--- config.mk ---
export PLATFORM = sky130hd
export DESIGN_NAME = byte_to_seven_bit_repacker
export DESIGN_NICKNAME = d
export VERILOG_FILES = /design/src/sv/rpk_pkg.sv /design/src/sv/rpk_pack.sv /design/src/sv/byte_to_seven_bit_repacker.sv
export VERILOG_INCLUDE_DIRS = /design/src /design/src/sv
export SDC_FILE = /design/constraint.sdc
export NUM_CORES = 1
export LEC_CHECK = 0
export ABC_AREA = 1
export ABC_CLOCK_PERIOD_IN_PS = 2100
export BUFFER_PORTS_ARGS = -buffer_cell sky130_fd_sc_hd__buf_4
export CORE_ASPECT_RATIO = 0.5
export CORE_MARGIN = 1.5
export CORE_UTILIZATION = 30
export CTS_CLUSTER_SIZE = 28
export DETAILED_ROUTE_END_ITERATION = 12
export HOLD_SLACK_MARGIN = 0.05
export SLEW_MARGIN = 20
export SYNTH_ARGS = -nofsm -noshare
export SYNTH_HDL_FRONTEND = slang
export SYNTH_SLANG_ARGS = --single-unit
--- constraint.sdc ---
create_clock -name clk -period 2.1 [get_ports clk]
set_clock_uncertainty 0.2 [all_clocks]
set_input_delay 0.315 -clock clk [delete_from_list [all_inputs] [get_ports clk]]
set_output_delay 0.315 -clock clk [all_outputs]
set_load 0.03 [all_outputs]
--- src/sv/byte_to_seven_bit_repacker_macros.svh ---
// Assertion macros shared by the repacker RTL.
// Both sample on clk and are disabled while arst_n is low.
`ifndef BYTE_TO_SEVEN_BIT_REPACKER_MACROS_SVH
`define BYTE_TO_SEVEN_BIT_REPACKER_MACROS_SVH

// Condition must hold at every clock edge out of reset.
`define RPK_ASSERT_ALWAYS(label, cond, msg) \
	label: assert property (@(posedge clk) disable iff (!arst_n) (cond)) else $error(msg);

// When ante holds, cons must hold at the following edge.
`define RPK_ASSERT_NEXT(label, ante, cons, msg) \
	label: assert property (@(posedge clk) disable iff (!arst_n) (ante) |=> (cons)) \
		else $error(msg);

`endif

--- src/sv/rpk_pkg.sv ---
`timescale 1ns / 1ps

package rpk_pkg;

	localparam int unsigned ByteBits  = 8;
	localparam int unsigned ChunkBits = 7;
	localparam int unsigned HeldBits  = ChunkBits - 1;
	localparam int unsigned CountBits = 3;
	localparam int unsigned OccBits   = 2;

	// Most leftover bits that can be carried between words
	localparam logic [CountBits-1:0] HeldMax = CountBits'(HeldBits);

	// Output buffer fill levels
	localparam logic [OccBits-1:0] OccEmpty = 2'd0;
	localparam logic [OccBits-1:0] OccOne   = 2'd1;
	localparam logic [OccBits-1:0] OccTwo   = 2'd2;

	// Everything one input word produces
	typedef struct packed {
		logic [ChunkBits-1:0] chunk0;
		logic [ChunkBits-1:0] chunk1;
		logic                 two;
		logic                 last1;
		logic [HeldBits-1:0]  next_bits;
		logic [CountBits-1:0] next_count;
	} pack_res_t;

endpackage

--- src/sv/rpk_pack.sv ---
`timescale 1ns / 1ps

// Combinational slicer: held bits plus one byte into one or two chunks.
module rpk_pack (
	input  logic [rpk_pkg::HeldBits-1:0]  held_bits,
	input  logic [rpk_pkg::CountBits-1:0] held_count,
	input  logic [rpk_pkg::ByteBits-1:0]  data_byte,
	input  logic                          is_final,
	output rpk_pkg::pack_res_t            res
);

	localparam int unsigned AccBits = rpk_pkg::HeldBits + rpk_pkg::ByteBits;

	logic [rpk_pkg::CountBits-1:0] cnt;
	logic [rpk_pkg::CountBits-1:0] rem1;
	logic [rpk_pkg::HeldBits-1:0]  held_mask;
	logic [rpk_pkg::HeldBits-1:0]  rem_mask;
	logic [AccBits-1:0]            acc;
	logic [rpk_pkg::ChunkBits-1:0] tail;
	logic [rpk_pkg::ChunkBits-1:0] flush;

	always_comb begin
		// clamp count, only the valid held bits take part
		cnt       = (held_count > rpk_pkg::HeldMax) ? rpk_pkg::HeldMax : held_count;
		rem1      = cnt + rpk_pkg::CountBits'(1);
		held_mask = ~({rpk_pkg::HeldBits{1'b1}} << cnt);
		rem_mask  = ~({rpk_pkg::HeldBits{1'b1}} << rem1);
		acc       = {held_bits & held_mask, data_byte};

		// first chunk: top seven of the cnt+8 live bits
		res.chunk0 = rpk_pkg::ChunkBits'(acc >> rem1);

		// bits left after the first chunk, left-aligned for a flush
		tail  = {1'b0, acc[rpk_pkg::HeldBits-1:0] & rem_mask};
		flush = tail << (rpk_pkg::CountBits'(rpk_pkg::ChunkBits) - rem1);

		res.next_bits  = '0;
		res.next_count = '0;
		if (cnt == rpk_pkg::HeldMax) begin
			// exactly two full chunks, nothing held
			res.chunk1 = acc[rpk_pkg::ChunkBits-1:0];
			res.two    = 1'b1;
			res.last1  = is_final;
		end else if (is_final) begin
			res.chunk1 = flush;
			res.two    = 1'b1;
			res.last1  = 1'b1;
		end else begin
			res.chunk1     = '0;
			res.two        = 1'b0;
			res.last1      = 1'b0;
			res.next_bits  = acc[rpk_pkg::HeldBits-1:0] & rem_mask;
			res.next_count = rem1;
		end
	end

endmodule

--- src/sv/byte_to_seven_bit_repacker.sv ---
`timescale 1ns / 1ps
// A word's first chunk is offered in the cycle after the word is taken, and a word that
// yields two chunks blocks the next. Throughput, one-chunk words: one per cycle while
// out_ready is high; the two-entry buffer drains one chunk per cycle and is the limit.
// Reset (arst_n low, asynchronous): held bits and count clear, output buffer empties.
// A final word always returns the held state to its reset value.
`include "byte_to_seven_bit_repacker_macros.svh"

module byte_to_seven_bit_repacker (
	input  logic                          clk,
	input  logic                          arst_n,
	input  logic                          in_valid,
	output logic                          in_ready,
	input  logic [rpk_pkg::ByteBits-1:0]  data_byte,
	input  logic                          is_final,
	output logic                          out_valid,
	input  logic                          out_ready,
	output logic [rpk_pkg::ChunkBits-1:0] chunk,
	output logic                          chunk_last
);

	logic [rpk_pkg::HeldBits-1:0]  held_bits_q;
	logic [rpk_pkg::CountBits-1:0] held_count_q;
	logic [rpk_pkg::OccBits-1:0]   occ_q;
	logic [rpk_pkg::ChunkBits-1:0] chunk_q;
	logic                          last_q;
	logic [rpk_pkg::ChunkBits-1:0] pend_chunk_q;
	logic                          pend_last_q;
	rpk_pkg::pack_res_t            pk;
	logic                          push;
	logic                          pop;

	rpk_pack u_pack (
		.held_bits  (held_bits_q),
		.held_count (held_count_q),
		.data_byte  (data_byte),
		.is_final   (is_final),
		.res        (pk)
	);

	// handshakes: take a word when the buffer is or is becoming empty
	assign out_valid  = (occ_q != rpk_pkg::OccEmpty);
	assign pop        = out_valid && out_ready;
	assign in_ready   = (occ_q == rpk_pkg::OccEmpty) || ((occ_q == rpk_pkg::OccOne) && out_ready);
	assign push       = in_valid && in_ready;
	assign chunk      = chunk_q;
	assign chunk_last = last_q;

	// held state
	always_ff @(posedge clk or negedge arst_n) begin
		if (!arst_n) begin
			held_bits_q  <= '0;
			held_count_q <= '0;
		end else if (push) begin
			held_bits_q  <= pk.next_bits;
			held_count_q <= pk.next_count;
		end
	end

	// output buffer fill level
	always_ff @(posedge clk or negedge arst_n) begin
		if (!arst_n) begin
			occ_q <= rpk_pkg::OccEmpty;
		end else if (push) begin
			occ_q <= pk.two ? rpk_pkg::OccTwo : rpk_pkg::OccOne;
		end else if (pop) begin
			occ_q <= occ_q - rpk_pkg::OccBits'(1);
		end
	end

	// output buffer payload
	always_ff @(posedge clk) begin
		if (push) begin
			chunk_q      <= pk.chunk0;
			last_q       <= 1'b0;
			pend_chunk_q <= pk.chunk1;
			pend_last_q  <= pk.last1;
		end else if (pop) begin
			chunk_q <= pend_chunk_q;
			last_q  <= pend_last_q;
		end
	end

	`RPK_ASSERT_ALWAYS(a_occ_range, occ_q <= rpk_pkg::OccTwo, "output buffer fill out of range")
	`RPK_ASSERT_ALWAYS(a_held_range, held_count_q <= rpk_pkg::HeldMax, "held count above six")
	`RPK_ASSERT_NEXT(a_final_clears, push && is_final, held_count_q == '0, "final word left bits")
	`RPK_ASSERT_ALWAYS(a_last_is_second, !(chunk_last && occ_q == rpk_pkg::OccTwo), "last chunk early")
	`RPK_ASSERT_NEXT(a_pair_kept, occ_q == rpk_pkg::OccTwo, occ_q != rpk_pkg::OccEmpty, "chunk dropped")

endmodule

==> After elaboration in Yosys (flattened, before gate mapping) <==
Index checks and enable logic that the tools add are counted.
{ "op_classes": {"n_addsub": 3, "order_cmp": 1, "n_eq_ne": 2, "shift": 4, "n_mux": 10, "bitwise_logic": 4, "reduce_logical": 7} }
{ "ops": {"columns": ["operator", "count"], "rows": [
  ["2-to-1 mux 9 bit", 4],
  ["2-to-1 mux 7 bit", 2],
  [">> shifter 14 x 3 -> 7 bit", 1],
  ["bitwise AND 6 bit", 2],
  ["NOT 6 bit", 2],
  ["<< shifter 6 x 3 -> 6 bit (first input constant)", 2],
  ["<< shifter 6 x 3 -> 7 bit", 1],
  ["2-to-1 mux 2 bit", 3],
  ["nonzero test 2 bit", 2],
  ["adder 3 x 1 -> 3 bit (second input constant)", 1],
  ["equality test 3 bit (second input constant)", 1],
  ["> comparator 3 bit (second input constant)", 1],
  ["logical AND 1 bit", 3],
  ["2-to-1 mux 3 bit", 1],
  ["subtractor 3 bit (first input constant)", 1],
  ["equality test 2 x 1 -> 1 bit (second input constant)", 1],
  ["logical NOT 2 bit", 1],
  ["subtractor 2 x 1 -> 2 bit (second input constant)", 1],
  ["logical OR 1 bit", 1]
]} }
{ "totals": {"regBits": 27, "inputBits": 13} }

==> Longest topological paths before layout <==
Gate-level depths: netlist of run 1.
{ "logic_depth": {"ltp_word": 11, "ltp_mapped": 14, "ltp_nobuf": 11} }

==> Hierarchy <==
From an unflattened synthesis of run 1, not the netlist that was laid out.
{ "hier_totals": {"cells_unflattened": 273, "hier_area_um2": 2025.7} }
{ "by_module_without_submodules": {"columns": ["module", "instances", "cells_each", "area_per_inst_um2"], "rows": [
  ["byte_to_seven_bit_repacker", 1, 105, 1139.8],
  ["rpk_pack", 1, 168, 885.8]
]} }

==> Worst setup path after synthesis of run 1 <==
Ideal clock, no wire load.
{ "synth_path": {"path_type": "register to register", "start": "register held_count_q[2] in the netlist's numbering", "end": "register pend_chunk_q[5] in the netlist's numbering (data pin)", "setup_time_ns": 0.253, "arrival_time_ns": 1.767, "slack_ns": -0.120, "path_stages_with_launch": 15, "n_path_buf": 3, "period_less_slack_ns": 2.220, "cell_sequence": "dfrtp_1 -> buf_6 -> nand2_8 -> nand2_4 -> buf_6 -> ha_1 -> buf_4 -> o21ai_1 -> inv_1 -> nand2_1 -> nand2_1 -> nand2_1 -> nand2_1 -> nand3_1 -> nand2_1"} }
{ "synth_lines": {"columns": ["item", "line_no", "source"], "rows": [
  ["start: declaration", "byte_to_seven_bit_repacker.sv:23", "logic [rpk_pkg::CountBits-1:0] held_count_q;"],
  ["start signal: assignment", "byte_to_seven_bit_repacker.sv:56", "held_count_q <= pk.next_count;"],
  ["end signal: assignment", "byte_to_seven_bit_repacker.sv:76", "pend_chunk_q <= pk.chunk1;"],
  ["end: declaration", "byte_to_seven_bit_repacker.sv:27", "logic [rpk_pkg::ChunkBits-1:0] pend_chunk_q;"]
]} }

==> results of run 1 <==
-- worst register-to-register path: cells and delay by family, from the launching register on --
family        cells  cell delay (ns)
fa+ha+maj         1             0.32
buf+inv           3             0.44
flops             1             0.40
simple gates      6             0.47
-- final cells by class --
type / instances / area [um2] / share of cell area
Clock inverter: 1 / 7.51 / 0.00310
Sequential cell: 27 / 746 / 0.308
Timing Repair Buffer: 44 / 349 / 0.144
Tap cell: 88 / 110 / 0.0454
Clock buffer: 3 / 75.1 / 0.0310
Multi-Input combinational cell: 199 / 1020 / 0.421
Inverter: 28 / 109 / 0.0449
Timing Repair inverter: 1 / 7.51 / 0.00310
-- registers in the layout, summed over array words and instances (netlist names) --
name	cells
chunk	7
pend_chunk_q	7
pend_last_q	1
held_count_q	3
chunk_last	1
held_bits_q	6
occ_q	2
-- per-layer routing --
layer / up-vias / part of all wire / track usage
met4: 0 / 0.023 / 0.0511
met3: 13 / 0.057 / 0.0277
met5: - / 0 / 0
met1: 867 / 0.50 / 0.218
li1: 946 / - / -
met2: 74 / 0.42 / 0.249
-- worst max path at each step --
stage | from | endpoint | slack (ns) | cells past startpoint
5_1_grt | held_count_q[2]$_DFFE_PN0P_ | pend_chunk_q[5]$_DFFE_PP_ | -0.10 | 11
4_1_cts | held_count_q[2]$_DFFE_PN0P_ | pend_chunk_q[5]$_DFFE_PP_ | 0.02 | 11
2_1_floorplan | occ_q[0]$_DFFE_PN0P_ | chunk[5]$_DFFE_PP_ | 0.02 | 9
3_5_place_dp | held_count_q[2]$_DFFE_PN0P_ | pend_chunk_q[5]$_DFFE_PP_ | -0.06 | 11
6_report | held_count_q[2]$_DFFE_PN0P_ | pend_chunk_q[6]$_DFFE_PP_ | 0.04 | 10
3_3_place_gp | held_count_q[2]$_DFFE_PN0P_ | pend_chunk_q[5]$_DFFE_PP_ | -0.02 | 11
-- cell usage in the layout, fill, tap and decap left out --
cell type      instances
nand2_1               88
nand3_1               52
buf_4                 41
inv_1                 23
edfxtp_1              15
nand2_2               14
dfrtp_1               11
nor2_1                 8
o21ai_1                8
o22ai_1                7
inv_2                  4
o21ai_0                4
clkinvlp_4             3
clkbuf_16              3
nand2_4                2
nand4_1                2
ha_4                   2
ha_1                   2
nand2_8                1
o21ai_4                1
nor2_4                 1
nor2_2                 1
nand3b_1               1
a21oi_1                1
or2_1                  1
o31ai_1                1
mux2_2                 1
a31oi_1                1
dfxtp_1                1
dlygate4sd3_1          1
buf_12                 1
buf_6                  1
-- power by group --
part | leakage, nW | internal [W] | switching (W) | total [W]
Sequential | 0.299 | 0.000819 | 0.0000782 | 0.000897
Combinational | 0.836 | 0.00102 | 0.00165 | 0.00268
Clock | 0.0371 | 0.000260 | 0.000193 | 0.000453
Total | 1.17 | 0.00210 | 0.00193 | 0.00403
-- cell families (layout without fill, tap and decap cells) --
kind of cell / count (synthesis) / count (layout) / synth area share
compound gates: 23 / 23 / 0.0650
mux: 1 / 1 / 0.00573
simple gates: 171 / 171 / 0.399
flops: 27 / 27 / 0.380
fa+ha+maj: 4 / 4 / 0.0255
buf+inv: 43 / 77 / 0.125
-- what timing repair did --
item / 4_1_cts / 5_1_grt
cloned: 0 / 1
hold endpoints to repair: 11 / 0
hold buffers: 1 / 0
endpoints found under the setup margin: 2 / 20
pin swaps: 0 / 1
setup buffers: 0 / 3
resized for setup: 1 / 8
-- metrics by stage --
step / hold slack (ns) / util / setup slack (ns) / cell area [um2]
final: 0.0739 / 0.391 / 0.0390 / 2420
after detailed placement: -0.0406 / 0.366 / -0.0622 / 2270
after global routing: 0.0616 / 0.391 / -0.103 / 2420
after CTS: 0.0637 / 0.381 / 0.0187 / 2370
after global placement: -0.0464 / 0.366 / -0.0192 / 2270
after floorplan: -0.181 / - / 0.0249 / 2000
==> metrics.md, run 1 <==
| Metric | Value |
|---|---|
| Status | finished, final reports clean |
| VDD IR max | 0.357 mV |
| Period utilisation layout | 0.981 |
| Post-DP HPWL | 4040 um |
| Min Tclk post-route | 2.06 ns |
| DRT iter0 DRCs | 175 |
| CP max stage cell | dfrtp_1 |
| Total GRT Usage | 0.156 |
| Fill cells | 648 |
| Max incr delay on CP | 0.40 ns |
| Pre-antenna DRT Iters | 6 |
| Placed cell count | 382 |
| CTS tree | built |
| CTS sink cnt | 27 |
| Number of flops mapped to enable cells by yosys | 15 |
| Synth Register Bits | 27 |
| Initial Util | 0.317 |
| H-tree levels | 1 |
| Critical path capture point type | flip-flop |
| Die height | 60.2 um |
| Antenna diodes | 0 |
| Fin cells | 391 |
| Skew-Pair Late Insertion Delay | 0.27 ns |
| CP Max Fanout | 6 |
| Root Buffer | clkbuf_16 |
| Num ports | 23 |
| CTS buffer count | 3 |
| Nets | 321 |
| Final Hold Fails | 0 |
| Buf/Inv on CP | 3 |
| Dominant cell type by area after synthesis | edfxtp_1 |
| Fraction of layout cells with a size suffix above 1 | 0.251 |
| DRC | 0 |
| Worst-margin pin slew | 0.424 ns |
| WS Path Type | reg -> reg |
| P&R area growth vs syn | 23.4% |
| WL final | 5260 um |
| Reg2reg end | pend_chunk_q[6]$_DFFE_PP_ |
| Leak | 1.17 nW |
| Ys flop type | edfxtp_1 |
| CP top delay family | simple AND/OR/NAND/NOR gates |
| Critical Path RT | 1.93 ns |
| Max cap viols | 0 |
| Reg2reg path depth | 10 |
| Top cell type's share of synthesized area | 0.229 |
| Die area | 0.00707 mm2 |
| Ys async rst share | 0.407 |
| Fmax | 485 MHz |
| Synth warn | 0 |
| Reg clk slew, reported paths | 0.07 ns |
| Vias in the first global route | 1686 |
| Syn nets | 286 |
| Final setup viols | 0 |
| Most numerous cell in the Yosys netlist | nand2_1 |
| Die Width | 117 um |
| Final Total Pwr | 0.00403 W |
| Post-synthesis cell area | 0.00196 mm2 |
| Relative slew margins | 0.717 |
| Initial antenna violation count | 0 |
| Hold Path Class | in -> reg |
| Core Box Area | 0.00621 mm2 |
| Post-synthesis cell type count | 28 |
| First-pass GRT wire length | 8650 um |
| Top cells by area, synth | edfxtp_1 23%, nand2_1 17%, dfrtp_1 14% |
| Worst hold endpoint | pend_last_q$_DFFE_PP_ |
| Vias | 1900 |
| Setup crit start kind | flip-flop |
| CP dominant cell by count | nand3_1 |
| Hold depth | 1 |
| Drt wl/cell | 13.4 um |
| Routed Antenna Nets | 0 |
| R2r startpoint | held_count_q[2]$_DFFE_PN0P_ |
| Max-slew violations | 0 |
| RSZ-0062 raised after global routing | yes |
| Pin count of the biggest net entering global routing | 17 |
| Worst R2R Setup Slack | 0.04 ns |
| Rows | 20 |
| Cell Pwr Density | 1660 mW/mm2 |
| Congestion Overflow GR | 0 |
| Clock buffer depth | 2 |
| Vias per cell | 4.86 |
| Gate Count Post-Synth | 269 |
| I/O Buffers | 22 |
| Syn Area/Cell | 7.30 um2 |
| Most instantiated cells after synthesis | 91 x nand2_1, 52 x nand3_1, 24 x inv_1, 15 x edfxtp_1 |
| Hold path start | is_final |
| Worst-path cell chain | buf_4, nand2_8, nand2_4, ha_4, buf_6, clkinvlp_4, nand3_1, nand3_1, nand3_1, nand2_1 |
| Final GP Congestion | 0.909 |
| Sequential area share after synthesis | 0.380 |
| Worst path arrival time | 1.89 ns |
| Final TNS setup | 0 ns |
(Power assumes the default switching activity.)
==> run 2: changes to the inputs <==
Settings changed: CORE_UTILIZATION 30 to 53, PLACE_DENSITY from default to 0.85.
==> run 2 against run 1 <==
  * The run now ends with negative setup slack left
  * Worst setup slack got worse by 0.061 ns
  * Final area fell by 2.0%
  * Global-route usage increased by 11 points
  * Critical path depth did not move
  * Sequential power grew 1%
  * Total power decreased by 1.9%
  * Register-to-register slack worse by 0.06 ns
  * Non-clock buffer count up 3
  * Worst hold slack improved by 0.062 ns
  * Flip-flop and latch count did not move
  * Largest power group unchanged
  * Highest routed layer unchanged
==> metrics.md, run 2 (synthesis results as in run 1) <==
| Metric | Value |
|---|---|
| Die height | 46.1 um |
| Final setup viols | 2 |
| Drt wl/cell | 14.8 um |
| Internal power | 0.00199 W |
| First-pass GRT wire length | 8020 um |
| Clock buffer depth | 2 |
| Pre-antenna DRT Iters | 5 |
| CTS sink cnt | 27 |
| Congestion Overflow GR | 0 |
| Num ports | 23 |
| Commonest non-fill, non-tap cell in the layout | nand2_1 |
| CTS buffer count | 3 |
| Switching power | 0.00196 W |
| Fmax | 471 MHz |
| Relative slew margins | 0.743 |
| Final Total Pwr | 0.00395 W |
| Fin worst setup slack | -0.0216 ns |
| Total GRT Usage | 0.265 |
| Dpl cell area | 0.00220 mm2 |
| Power share of the sequential group | 0.230 |
| Nets | 324 |
| Combinational share of power | 0.691 |
| Vias per cell | 5.63 |
| Sw frac | 0.495 |
| Reg clk slew, reported paths | 0.10 ns |
| Critical path capture point type | flip-flop |
| Final Util | 0.680 |
| Top Metal Used | met4 |
| WL met3 | 583 um |
| CP max stage cell | dfrtp_1 |
| Fill cells | 306 |
| M1 WL | 2270 um |
| DRT iter0 DRCs | 191 |
| Status | finished, violations left |
| Initial antenna violation count | 0 |
| WL final | 5300 um |
| Core Box Area | 0.00349 mm2 |
| DRC | 0 |
| CP Max Fanout | 8 |
| Max incr delay on CP | 0.42 ns |
| Worst-margin pin slew | 0.384 ns |
| Final Hold Fails | 0 |
| Fraction of layout cells with a size suffix above 1 | 0.265 |
| Worst path arrival time | 1.97 ns |
| Die area | 0.00410 mm2 |
| Rows | 15 |
| Leak | 1.17 nW |
| Routed Antenna Nets | 0 |
| Period utilisation layout | 1.01 |
| WS Path Type | reg -> reg |
| Final GP Congestion | 0.991 |
| Setup WS pre-CTS | -0.0448 ns |
| Clock network fraction of total power | 0.080 |
| Final instance area | 0.00237 mm2 |
| CTS tree | built |
| Min Tclk post-route | 2.12 ns |
| Root Buffer | clkbuf_8 |
| Skew-Pair Late Insertion Delay | 0.28 ns |
| CP top delay family | buffers and inverters |
| Max-slew violations | 0 |
| VDD IR max | 0.976 mV |
| Vias in the first global route | 1694 |
| Post-DP HPWL | 3870 um |
| Setup crit start kind | flip-flop |
| WL met2 | 2340 um |
| P&R area growth vs syn | 20.9% |
| Initial Util | 0.563 |
| Vias | 2009 |
| Violated checks | negative setup slack |
| CP dominant cell by count | nand2_1 |
| Antenna diodes | 0 |
| Pin count of the biggest net entering global routing | 22 |
| Worst-path cell chain | buf_4, nand2_8, nand2_4, ha_4, clkinvlp_4, buf_4, nand2_1, nand2_1, nand3_1, nand2_1 |
| Hold Path Class | in -> reg |
| Cell Pwr Density | 1660 mW/mm2 |
| Buf/Inv on CP | 3 |
| Critical Path RT | 1.95 ns |
| Die Width | 89.1 um |
| Max cap viols | 0 |
| Most frequent cells in the layout | 88 x nand2_1, 49 x nand3_1, 43 x buf_4 |
| H-tree levels | 1 |
| RSZ-0062 raised after global routing | yes |
| I/O Buffers | 22 |
[run 2: cell type report]
cell class              instances  area (um2)  area share
clock buffers                   3        41.3      0.0174
clock inverters                 1        7.51     0.00316
inverters                      28         111      0.0469
multi-input cells             199        1030       0.435
flip-flops and latches         27         746       0.314
well taps                      51        63.8      0.0269
repair buffers                 47         365       0.154
repair inverters                1        7.51     0.00316
[run 2: layer usage]
metal,GRT usage,up-vias
li1,-,956
met2,0.415,127
met4,0.0400,0
met3,0.0627,17
met1,0.383,909
met5,0,-
[run 2: path summary, 6_finish.rpt]
kind | end | from | slack, ns | cells past startpoint
setup / recovery | chunk[6]$_DFFE_PP_ | held_count_q[1]$_DFFE_PN0P_ | -0.02 | 10
hold / removal | pend_chunk_q[5]$_DFFE_PP_ | data_byte[5] | 0.14 | 3
setup reg to reg | chunk[6]$_DFFE_PP_ | held_count_q[1]$_DFFE_PN0P_ | -0.02 | 10
hold reg to reg | held_bits_q[5]$_DFFE_PN0P_ | held_bits_q[5]$_DFFE_PN0P_ | 0.30 | 2
max in group asynchronous | occ_q[1]$_DFFE_PN0P_ | arst_n | 1.35 | 2
min in group asynchronous | held_count_q[0]$_DFFE_PN0P_ | arst_n | 0.19 | 2
[run 2: worst reg2reg max path: stages, from the launching register on]
cell and delay [ns]:
dfrtp_1 0.42, buf_4 0.17, nand2_8 0.07, nand2_4 0.05, ha_4 0.35, clkinvlp_4 0.22, buf_4 0.19, nand2_1 0.06
nand2_1 0.05, nand3_1 0.07, nand2_1 0.05
[run 2: power by group through the flow]
stage                     clock (W)  combinational [W]  sequential [W]
final                      0.000315            0.00273        0.000907
after detailed placement          0            0.00239        0.000912
after floorplan                   0            0.00172         0.00105
after CTS                  0.000307            0.00244        0.000900
after global routing       0.000330            0.00297        0.000925
after global placement            0            0.00235        0.000902
[run 2: repair_timing]
| item | 4_1_cts | 5_1_grt |
|---|---|---|
| resized for setup | 2 | 13 |
| hold buffers | 2 | 0 |
| endpoints found under the setup margin | 6 | 20 |
| cloned | 0 | 1 |
| buffers inserted | 1 | 6 |
| hold endpoints to repair | 12 | 0 |
| pin swaps | 0 | 10 |
[run 2: metrics by stage]
step | cells | setup TNS (ns) | hold slack (ns)
2_1_floorplan | 269 | 0 | -0.181
3_3_place_gp | 343 | -0.0478 | -0.0448
3_5_place_dp | 343 | -0.0914 | -0.0403
4_1_cts | 350 | -0.164 | 0.143
5_1_grt | 357 | -0.295 | 0.140
6_report | 357 | -0.0274 | 0.136
